==> config.mk <==
export PLATFORM = sky130hd
export DESIGN_NAME = tlpte_ctrl
export DESIGN_NICKNAME = d
export VERILOG_FILES = /design/src/rtl/tlpte_pkg.sv /design/src/rtl/tlpte_ctrl.sv
export SDC_FILE = /design/constraint.sdc
export NUM_CORES = 1
export LEC_CHECK = 0
export BUFFER_PORTS_ARGS = -buffer_cell sky130_fd_sc_hd__buf_2
export CORE_AREA = 2 2 39 41
export CTS_CLUSTER_DIAMETER = 150
export DETAILED_ROUTE_END_ITERATION = 6
export DIE_AREA = 0 0 41 43
export PLACE_DENSITY = 0.47
export SLEW_MARGIN = 20
export SYNTH_ARGS = -nofsm -noshare
export SYNTH_HDL_FRONTEND = slang
export SYNTH_SLANG_ARGS = --single-unit
==> constraint.sdc <==
create_clock -name clk_i -period 1.6 [get_ports clk_i]
set_input_delay 0 -clock clk_i [delete_from_list [all_inputs] [get_ports clk_i]]
set_output_delay 0 -clock clk_i [all_outputs]
set_load 0.05 [all_outputs]
==> src/rtl/tlpte_pkg.sv <==
// Shared constants, codes and control/status bundles of the page table engine.
package tlpte_pkg;

  // Default sizes of the directory set and the table pool.
  localparam int NUM_DIRS_DEF    = 4;
  localparam int TABLE_SLOTS_DEF = 16;

  // Fixed 10/10/12 address split.
  localparam int IDX_W       = 10;
  localparam int OFF_W       = 12;
  localparam int FRAME_W     = 32 - OFF_W;
  localparam int TBL_ENTRIES = 1024;
  localparam int DIR_SHIFT   = 22;
  localparam int TBL_SHIFT   = 12;

  // Operation codes carried on func_i; code 3 is unused.
  localparam logic [1:0] FUNC_MAP    = 2'd0;
  localparam logic [1:0] FUNC_UNMAP  = 2'd1;
  localparam logic [1:0] FUNC_LOOKUP = 2'd2;

  // Commands from the controller to the datapath.
  typedef struct packed {
    logic clear_en;
    logic capture;
    logic exec;
    logic finish;
  } cmd_t;

  // Status from the datapath to the controller.
  typedef struct packed {
    logic clear_last;
    logic is_lookup;
  } stat_t;

endpackage

==> src/rtl/tlpte_ctrl.sv <==
// Controller state machine of the page table engine.
module tlpte_ctrl (
  input  logic            clk_i,
  input  logic            rst_ni,
  input  logic            start,
  input  tlpte_pkg::stat_t stat_i,
  output tlpte_pkg::cmd_t  cmd_o,
  output logic            busy
);

  typedef enum logic [3:0] {
    ST_CLEAR  = 4'b0001,
    ST_IDLE   = 4'b0010,
    ST_EXEC   = 4'b0100,
    ST_LOOKUP = 4'b1000
  } state_e;

  state_e state_q, state_d;

  // Next state and commands.
  always_comb begin
    state_d        = state_q;
    cmd_o          = '0;
    unique case (state_q)
      ST_CLEAR: begin
        cmd_o.clear_en = 1'b1;
        if (stat_i.clear_last) begin
          state_d = ST_IDLE;
        end
      end
      ST_IDLE: begin
        if (start) begin
          cmd_o.capture = 1'b1;
          state_d       = ST_EXEC;
        end
      end
      ST_EXEC: begin
        cmd_o.exec = 1'b1;
        state_d    = stat_i.is_lookup ? ST_LOOKUP : ST_IDLE;
      end
      ST_LOOKUP: begin
        cmd_o.finish = 1'b1;
        state_d      = ST_IDLE;
      end
      default: begin
        state_d = ST_CLEAR;
      end
    endcase
  end

  // State register; reset starts the clearing pass.
  always_ff @(posedge clk_i or negedge rst_ni) begin
    if (!rst_ni) begin
      state_q <= ST_CLEAR;
    end else begin
      state_q <= state_d;
    end
  end

  assign busy = (state_q != ST_IDLE);

endmodule

==> results.tsv, run 1 <==
stage	metric	value	unit
critical_path	CP endpoint kind	output pin	
yosys	ys flop type	dfrtp_1	
sta	Final setup viols	0	
critical_path	R2R Path End	state_q[1]	
power	Worst IR Drop VDD	555	uV
yosys	Synth area leaders	dfrtp_1, nor4b_2, dfstp_2	
finish	nets@finish	46	
clock_tree	H-tree levels	1	
finish	Sequential Area	101	um^2
global_route	largest net degree at the start of global routing	7	
finish	area of the multi-input gates	149	um^2
route	Vias	222	
die	initial cell density of the core	16.9	%
critical_path	reg2reg start	state_q[0]	
run	max-cap violations	0	
yosys	post-synth top area share	32.1	%
finish	layout cells sized above 1	52.5	%
yosys	Cells after Synth	22	
clock_tree	total CTS buffers	3	
placed_design	HPWL after DPL	421	um
yosys	Synth Area in Adders	0	%
power	Total Power	643	uW
yosys	largest family of logic cells by synthesized area	simple AND/OR/NAND/NOR gates	
clock_tree	Clock Root Buffer	clkbuf_4	
yosys	Compound-Gate Fraction of Synth Area	15.0	%
route	routed length per placed instance	8.80	um
route	number of remaining DRC errors	0	
global_route	first-pass GRT wire length	807	um
yosys	Commonest cells post-synth	dfrtp_1, nor2_1, and2_1, nor4b_2, o21ai_1	
sta	Setup Total Neg Slack	0	ps
yosys	Yosys warning count	0	
sta	Worst slew margin	83.6	%
yosys	asr flop ratio synth	100	%
sta	Final Skew	7.03	ps
sta	fin crit period	1540	ps
die	Die H	43	um
clock_tree	CTS tree	yes	
critical_path	Setup crit start kind	flip-flop	
route	vias per std cell	3.96	
yosys	Synth Area in Simple Gates	36.4	%
route	Antenna Nets Post-Route	0	
yosys	Synth area leader	dfrtp_1	
sta	Slew @ Worst Pin	248	ps
yosys	xor and xnor area share after synthesis	3.74	%
critical_path	worst setup path class	reg -> out	
yosys	syn_nets	27	
die	Site Rows	14	
global_route	global-route usage over all layers	7.15	%
clock_tree	Num Clock Sinks	4	
power	pwr dens	1660	nW/um^2
yosys	Avg Inst Size Synth	10.6	um^2
yosys	number of synthesized flops with an enable pin	0	
min_path	Hold Crit Depth	2	
sta	endpoints failing hold	0	
clock_tree	Max Root-Sink Buffers	2	
finish	largest registers	state_q (4)	
route	Routed WL	493	um
placed_design	buffers added on ports	9	
clock_tree	Post-CTS Setup Bufs	0	
sta	RSZ-0062 raised after global routing	no	
yosys	Mapped Area	234	um^2
placed_design	Post-DP Area	342	um^2
min_path	Hold Path Class	in -> reg	
critical_path	Crit Path Max Fanout	5	
critical_path	reg-to-reg slack, setup	400	ps
min_path	hold endpoint	state_q[3]	
die	chip width	41	um
finish	Largest Register	state_q	
sta	fmax	649	MHz
yosys	sequential area share after synthesis	43.3	%
clock_tree	worst-skew pair later-pin latency	230	ps
placed_design	GPL Wtd Cong	0.713	
run_status	status	finished clean	
route	Iteration-0 DRC Markers	1	
power	P_leak	0.191	nW
die	io pins	10	
finish	number of fill cells	161	
yosys	Cell variety after synth	15	
yosys	mux contribution to synthesized area	0	%
yosys	FF+latch count, synth	4	
min_path	Hold Crit Start	stat_i[0]	
die	die area	1760	um^2
finish	P&R area growth vs syn	65.8	%
sta	fin. max-slew vios	0	
critical_path	WP data required	1600	ps
global_route	initial antenna violation count	0	
global_route	Overflow after GRT	0	
critical_path	reg2reg path depth	2	
clock_tree	CTS hold repair buffers	2	
finish	max reg flops	4	
critical_path	crit path DAT	1540	ps
route	drt pass-1 iters	2	
finish	diode count	0	
global_route	vias in the first global route	209	
finish	Design Area, Final	388	um^2
sta	Tcrit/Tclk final	96.3	%
clock_tree	post-cts sizing count	0	
clock_tree	clock slew at reported path FFs	30	ps
die	total core area	1380	um^2
-- power by group --
group / internal, mW / leakage (nW) / total [mW] / switching, mW
clock network: 0.0935 / 0.0150 / 0.134 / 0.0409
logic: 0.135 / 0.125 / 0.340 / 0.206
registers: 0.139 / 0.0511 / 0.168 / 0.0293
total: 0.367 / 0.191 / 0.643 / 0.276
-- through the flow --
step	hold slack [ps]	instances	util, %	setup WS [ps]
after floorplan	-296	22	-	5.28
after global placement	-196	50	24.7	307
after detailed placement	-192	50	24.7	294
after CTS	6.61	56	28.0	42.2
after global routing	29.8	56	28.0	22.3
final	14.5	56	28.0	59.4
-- cells in the final DEF (no fill, tap or decap) --
| cell type | count |
|---|---|
| o21ai_1 | 2 |
| dfrtp_1 | 3 |
| clkbuf_4 | 3 |
| o21a_1 | 1 |
| nor4b_4 | 2 |
| xor2_1 | 1 |
| buf_4 | 3 |
| nor2b_1 | 1 |
| or4b_4 | 1 |
| nand2_1 | 1 |
| inv_1 | 1 |
| nor2_2 | 1 |
| dlygate4sd3_1 | 2 |
| buf_2 | 9 |
| and2_1 | 2 |
| dfstp_2 | 1 |
| clkbuf_1 | 1 |
| o211ai_2 | 1 |
| nor2_1 | 2 |
| nor3b_1 | 1 |
| o21ai_0 | 1 |
-- per-layer routing --
| layer | part of all wire [%] | track usage, % |
|---|---|---|
| met5 | 0 | 0 |
| met3 | 5.7 | 1.57 |
| met1 | 40 | 8.44 |
| met4 | 0 | 8.00 |
| met2 | 55 | 9.38 |
-- cells by family after synthesis --
kind of cell | count (synthesis)
simple gates | 11
compound gates | 5
flops | 4
xor+xnor | 1
buf+inv | 1
-- layout make-up --
cell class / instances / area share, %
clock buffer: 4 / 6.77
inverter: 1 / 0.968
multi-input combinational: 17 / 38.4
sequential: 4 / 26.1
tap: 16 / 5.16
timing repair buffer: 14 / 22.6
-- worst max-delay path by stage --
stage,endpoint,slack [ps],depth (start not counted),startpoint
final,cmd_o[2],60,3,state_q[0]
after global routing,cmd_o[2],20,3,state_q[0]
after global placement,cmd_o[2],310,3,state_q[0]
after CTS,cmd_o[2],40,3,state_q[0]
after detailed placement,cmd_o[2],290,3,state_q[0]
after floorplan,cmd_o[2],5,2,state_q[3]
-- critical path: stages (launching register included) --
cell	delay (ps)
dfstp_2	390
or4b_4	570
nor2_2	90
buf_2	260
No activity file was read; power rests on OpenSTA's default activity.
==> run 2: changes to the inputs <==
--- a/config.mk
+++ b/config.mk
@@ -6,12 +6,14 @@
 export NUM_CORES = 1
 export LEC_CHECK = 0
 export BUFFER_PORTS_ARGS = -buffer_cell sky130_fd_sc_hd__buf_2
+export CELL_PAD_IN_SITES_DETAIL_PLACEMENT = 1
+export CELL_PAD_IN_SITES_GLOBAL_PLACEMENT = 1
 export CORE_AREA = 2 2 39 41
 export CTS_CLUSTER_DIAMETER = 150
 export DETAILED_ROUTE_END_ITERATION = 6
 export DIE_AREA = 0 0 41 43
-export PLACE_DENSITY = 0.47
-export SLEW_MARGIN = 20
+export PLACE_DENSITY = 0.55
+export SLEW_MARGIN = 10
 export SYNTH_ARGS = -nofsm -noshare
 export SYNTH_HDL_FRONTEND = slang
 export SYNTH_SLANG_ARGS = --single-unit
==> run 2 against run 1 <==
Effect of this change:
- non-clock buffer count stayed put
- routed wire length up 29%
- sequential cell count unchanged
- setup slack improved by 20 ps
- critical path depth did not move
- combinational power is 2% higher
- clock skew decreased by 2.7 ps
- largest power group unchanged
==> results.tsv, run 2 (synthesis gave the netlist of run 1 again) <==
stage	metric	value	unit
placed_design	buffers added on ports	9	
sta	fin crit period	1520	ps
min_path	Hold Crit Depth	2	
critical_path	R2R Path End	state_q[1]	
die	die area	1760	um^2
min_path	Hold Crit Start	stat_i[0]	
power	Worst IR Drop VDD	676	uV
route	vias per std cell	4.11	
placed_design	HPWL after DPL	517	um
finish	nets@finish	46	
finish	layout cells sized above 1	52.5	%
clock_tree	Clock Root Buffer	clkbuf_4	
finish	Layout Utilization	28.2	%
finish	max reg flops	4	
finish	largest registers	state_q (4)	
sta	fin. max-slew vios	0	
global_route	largest net degree at the start of global routing	7	
route	routed length per placed instance	11.4	um
clock_tree	Num Clock Sinks	4	
critical_path	Setup crit start kind	flip-flop	
critical_path	worst setup path class	reg -> out	
route	Vias	230	
run_status	status	finished clean	
route	Iteration-0 DRC Markers	0	
min_path	hold endpoint	state_q[3]	
global_route	initial antenna violation count	0	
global_route	first-pass GRT wire length	1.08	mm
die	initial cell density of the core	16.9	%
sta	Worst slew margin	83.4	%
clock_tree	H-tree levels	1	
critical_path	worst path buffer plus inverter count	1	
sta	Slew @ Worst Pin	251	ps
critical_path	CP endpoint kind	output pin	
critical_path	Slowest Stage Delay on Critical Path	580	ps
critical_path	reg2reg start	state_q[0]	
critical_path	slowest stage cell, crit path	or4b_4	
sta	Final Skew	4.31	ps
critical_path	Largest delay share family, worst path	simple AND/OR/NAND/NOR gates	
finish	diode count	0	
run	max-cap violations	0	
die	total core area	1380	um^2
placed_design	GPL Wtd Cong	0.763	
global_route	vias in the first global route	260	
clock_tree	Post-CTS Setup Bufs	0	
die	Site Rows	14	
route	number of remaining DRC errors	0	
finish	P&R area growth vs syn	66.8	%
finish	fin cells	56	
die	chip width	41	um
power	P_leak	0.191	nW
clock_tree	total CTS buffers	3	
sta	RSZ-0062 raised after global routing	no	
sta	hold_ws	23.7	ps
clock_tree	worst-skew pair later-pin latency	230	ps
power	pwr dens	1670	nW/um^2
route	Routed WL	638	um
placed_design	Placed Instances	50	
global_route	Overflow after GRT	0	
sta	Setup Total Neg Slack	0	ps
clock_tree	CTS tree	yes	
sta	Final setup viols	0	
clock_tree	Max Root-Sink Buffers	2	
critical_path	crit path DAT	1520	ps
critical_path	reg-to-reg slack, setup	410	ps
min_path	Hold Path Class	in -> reg	
route	Antenna Nets Post-Route	0	
die	Die H	43	um
critical_path	Crit Path Max Fanout	5	
sta	endpoints failing hold	0	
die	io pins	10	
sta	Tcrit/Tclk final	95.0	%
route	drt pass-1 iters	1	
clock_tree	clock slew at reported path FFs	40	ps
global_route	global-route usage over all layers	9.37	%
critical_path	WP data required	1600	ps
critical_path	crit-path cells	or4b_4 > nor2_2 > buf_4	
finish	commonest non-fill, non-tap cells in the layout	buf_2, buf_4, clkbuf_4, dfrtp_1	
sta	fmax	658	MHz
finish	Largest Register	state_q	
critical_path	reg2reg path depth	2	
finish	commonest non-fill, non-tap cell in the layout	buf_2	
[run 2: cell types whose count changed in the layout (fill, tap and decap cells not counted)]
cell,delta
buf_2,-1
buf_4,+1
[run 2: layer usage]
layer  up-vias  wire (um)  global-route usage, %  share of wire, %
met5         -          0                      0                 0
met4         0          0                   6.00                 0
met3         0         19                   1.57               3.0
met2         4        339                   15.0                53
met1       113        279                   10.7                44
li1        113          -                      -                 -
[run 2: cell type report]
cell class	instances	area [um^2]
Multi-Input combinational cell	17	149
Tap cell	16	20.0
Sequential cell	4	101
Inverter	1	3.75
Timing Repair Buffer	14	90.1
Fill cell	175	993
Clock buffer	4	26.3
[run 2: worst register-to-register path, stage by stage, from the launching register on]
cell and delay (ps):
dfstp_2 390, or4b_4 580, o211ai_2 150
[run 2: where the power goes]
group          leakage, nW  switching (mW)  total [mW]  internal (mW)
logic                0.125           0.209       0.346          0.137
registers           0.0511          0.0303       0.169          0.139
clock network       0.0150          0.0417       0.135         0.0936
[run 2: stage by stage]
step / power (mW) / setup slack [ps] / area [um^2]
after floorplan: 0.425 / 5.28 / 254
after global placement: 0.511 / 307 / 342
after CTS: 0.663 / 60.3 / 390
after global routing: 0.697 / 6.13 / 390
final: 0.650 / 79.7 / 390
after detailed placement: 0.513 / 257 / 342
[run 2: worst max path at each step]
stage | from | endpoint | slack (ps) | cells past startpoint
finish | state_q[0] | cmd_o[2] | 80 | 3
detailed placement | state_q[0] | cmd_o[2] | 260 | 3
global placement | state_q[0] | cmd_o[2] | 310 | 3
floorplan | state_q[3] | cmd_o[2] | 5 | 2
global route | state_q[0] | cmd_o[2] | 6 | 3
CTS | state_q[0] | cmd_o[2] | 60 | 3
[run 2: repair_timing]
item | CTS | global route
hold endpoints to repair | 5 | 0
hold buffers | 2 | 0
resized for setup | 1 | 0
endpoints found under the setup margin | 1 | 0
==> run 3: changes to the inputs <==
--- a/config.mk
+++ b/config.mk
@@ -5,7 +5,7 @@
 export SDC_FILE = /design/constraint.sdc
 export NUM_CORES = 1
 export LEC_CHECK = 0
-export BUFFER_PORTS_ARGS = -buffer_cell sky130_fd_sc_hd__buf_2
+export BUFFER_PORTS_ARGS = -buffer_cell sky130_fd_sc_hd__buf_4
 export CELL_PAD_IN_SITES_DETAIL_PLACEMENT = 1
 export CELL_PAD_IN_SITES_GLOBAL_PLACEMENT = 1
 export CORE_AREA = 2 2 39 41
@@ -13,6 +13,7 @@
 export DETAILED_ROUTE_END_ITERATION = 6
 export DIE_AREA = 0 0 41 43
 export PLACE_DENSITY = 0.55
+export SETUP_SLACK_MARGIN = 0.1
 export SLEW_MARGIN = 10
 export SYNTH_ARGS = -nofsm -noshare
 export SYNTH_HDL_FRONTEND = slang
==> run 3 against run 2 <==
Effect of this change:
- non-clock buffer count is 1 higher
- clock power about the same
- via count grew 8.7%
- first-iteration DRC count rose by 8
- clock-buffer cell count did not move
- setup slack improved by 45 ps
- die area unchanged
- critical endpoint unchanged
- register-to-register slack about the same
- highest routed layer is now met4
- clock skew up 3.0 ps
- largest cell class unchanged
- sequential power grew 8%
- sequential share of layout area down 1.8 points
- cell area grew 9.9%
==> results.tsv, run 3 (synthesis gave the netlist of run 1 again) <==
stage	metric	value	unit
sta	Slew @ Worst Pin	206	ps
finish	diode count	0	
finish	P&R area growth vs syn	83.4	%
route	vias per std cell	4.39	
critical_path	Crit Path Max Fanout	5	
global_route	global-route usage over all layers	10.0	%
power	Total Power	696	uW
power	clock share of power	19.8	%
sta	fin crit period	1470	ps
power	Switching Share	41.6	%
global_route	first-pass GRT wire length	1.13	mm
route	number of remaining DRC errors	0	
global_route	initial antenna violation count	0	
global_route	largest net degree at the start of global routing	7	
finish	Layout Utilization	31.0	%
power	Gate power share	54.1	%
critical_path	Slowest Stage Delay on Critical Path	590	ps
sta	Setup Total Neg Slack	0	ps
critical_path	Worst Setup SP	state_q[0]	
run_status	status	finished clean	
die	initial cell density of the core	16.9	%
critical_path	slowest stage cell, crit path	or4b_4	
route	Vias	250	
die	total core area	1380	um^2
route	Antenna Nets Post-Route	0	
die	Die H	43	um
critical_path	crit-path cells	or4b_4 > nor2_4 > buf_6	
die	io pins	10	
sta	fin. max-slew vios	0	
critical_path	worst setup path class	reg -> out	
min_path	Hold Crit Depth	3	
critical_path	reg-to-reg slack, setup	400	ps
finish	max reg flops	4	
critical_path	CP endpoint kind	output pin	
power	internal power	406	uW
finish	Largest Register	state_q	
route	routed length per placed instance	11.0	um
clock_tree	Max Root-Sink Buffers	2	
die	die area	1760	um^2
sta	Worst slew margin	86.2	%
min_path	hold endpoint	state_q[1]	
route	Routed WL	626	um
critical_path	crit path DAT	1470	ps
min_path	Hold Path Class	in -> reg	
power	P_sw	290	uW
sta	endpoints failing hold	0	
critical_path	reg2reg path depth	2	
run	max-cap violations	0	
finish	largest registers	state_q (4)	
placed_design	buffers added on ports	9	
critical_path	reg2reg start	state_q[0]	
power	pwr dens	1620	nW/um^2
power	P_leak	0.200	nW
critical_path	R2R Path End	state_q[1]	
critical_path	Setup crit start kind	flip-flop	
placed_design	GPL Wtd Cong	0.648	
die	chip width	41	um
sta	RSZ-0062 raised after global routing	yes	
route	drt pass-1 iters	3	
sta	fmax	678	MHz
clock_tree	worst-skew pair later-pin latency	240	ps
finish	layout cells sized above 1	58.5	%
global_route	Overflow after GRT	0	
route	Iteration-0 DRC Markers	8	
power	Worst IR Drop VDD	542	uV
placed_design	HPWL after DPL	442	um
finish	nets@finish	47	
sta	Final Skew	7.28	ps
clock_tree	clock slew at reported path FFs	40	ps
min_path	Hold Crit Start	stat_i[1]	
power	sequential power share	26.1	%
clock_tree	Clock Root Buffer	clkbuf_4	
clock_tree	CTS tree	yes	
finish	commonest non-fill, non-tap cells in the layout	buf_4, clkbuf_4	
global_route	vias in the first global route	264	
critical_path	WP data required	1600	ps
sta	Final setup viols	0	
clock_tree	Num Clock Sinks	4	
sta	hold_ws	5.86	ps
die	Site Rows	14	
finish	commonest non-fill, non-tap cell in the layout	buf_4	
clock_tree	H-tree levels	1	
clock_tree	total CTS buffers	3	
sta	Tcrit/Tclk final	92.2	%
==> run 3: changes by cell type in the layout (fill, tap and decap cells not counted), sizes merged <==
cell,delta
buf,+1
==> run 3: worst max-delay path by stage <==
stage / slack [ps] / endpoint / cells after the start
finish: 130 / cmd_o[2] / 3
global route: 80 / cmd_o[2] / 3
CTS: 110 / cmd_o[2] / 3
detailed placement: 280 / cmd_o[2] / 3
global placement: 270 / cmd_o[2] / 3
floorplan: 20 / state_q[0] / 3
==> run 3: area by class of cell <==
cell class	count	area [um^2]
Clock buffer	4	26.3
Fill cell	165	955
Inverter	1	3.75
Multi-Input combinational cell	17	154
Sequential cell	4	104
Tap cell	16	20.0
Timing Repair Buffer	15	121
==> run 3: critical path: cells and delay by family, from the launching register on <==
| kind | cells | cell delay (ps) |
|---|---|---|
| buffers and inverters | 1 | 160 |
| flip-flops | 1 | 390 |
| AND/OR/NAND/NOR | 2 | 690 |
==> run 3: layer usage <==
metal,vias up,share of wire [%],track usage [%]
li1,116,-,-
met1,123,41,12.8
met2,9,50,13.1
met3,2,5.9,1.57
met4,0,3.8,10.0
met5,-,0,0
==> run 3: power by group through the flow <==
| stage | registers (mW) | logic [mW] | clock network, mW |
|---|---|---|---|
| floorplan | 0.190 | 0.237 | 0 |
| detailed placement | 0.203 | 0.310 | 0 |
| CTS | 0.199 | 0.330 | 0.145 |
| global placement | 0.204 | 0.305 | 0 |
| global route | 0.187 | 0.401 | 0.153 |
| finish | 0.182 | 0.376 | 0.138 |
==> run 3: metrics by stage <==
step           std cells  setup slack (ps)  area (um^2)
2_1_floorplan         22              23.7          259
3_3_place_gp          48               273          354
3_5_place_dp          48               276          354
4_1_cts               55               110          414
5_1_grt               57              75.3          429
6_report              57               125          429
==> run 3: what timing repair did <==
item / in CTS / in global routing
endpoints found under the hold margin: 5 / 0
gates resized for setup: 3 / 0
setup endpoints to repair: 2 / 1
buffers inserted: 1 / 2
hold buffers: 2 / 0
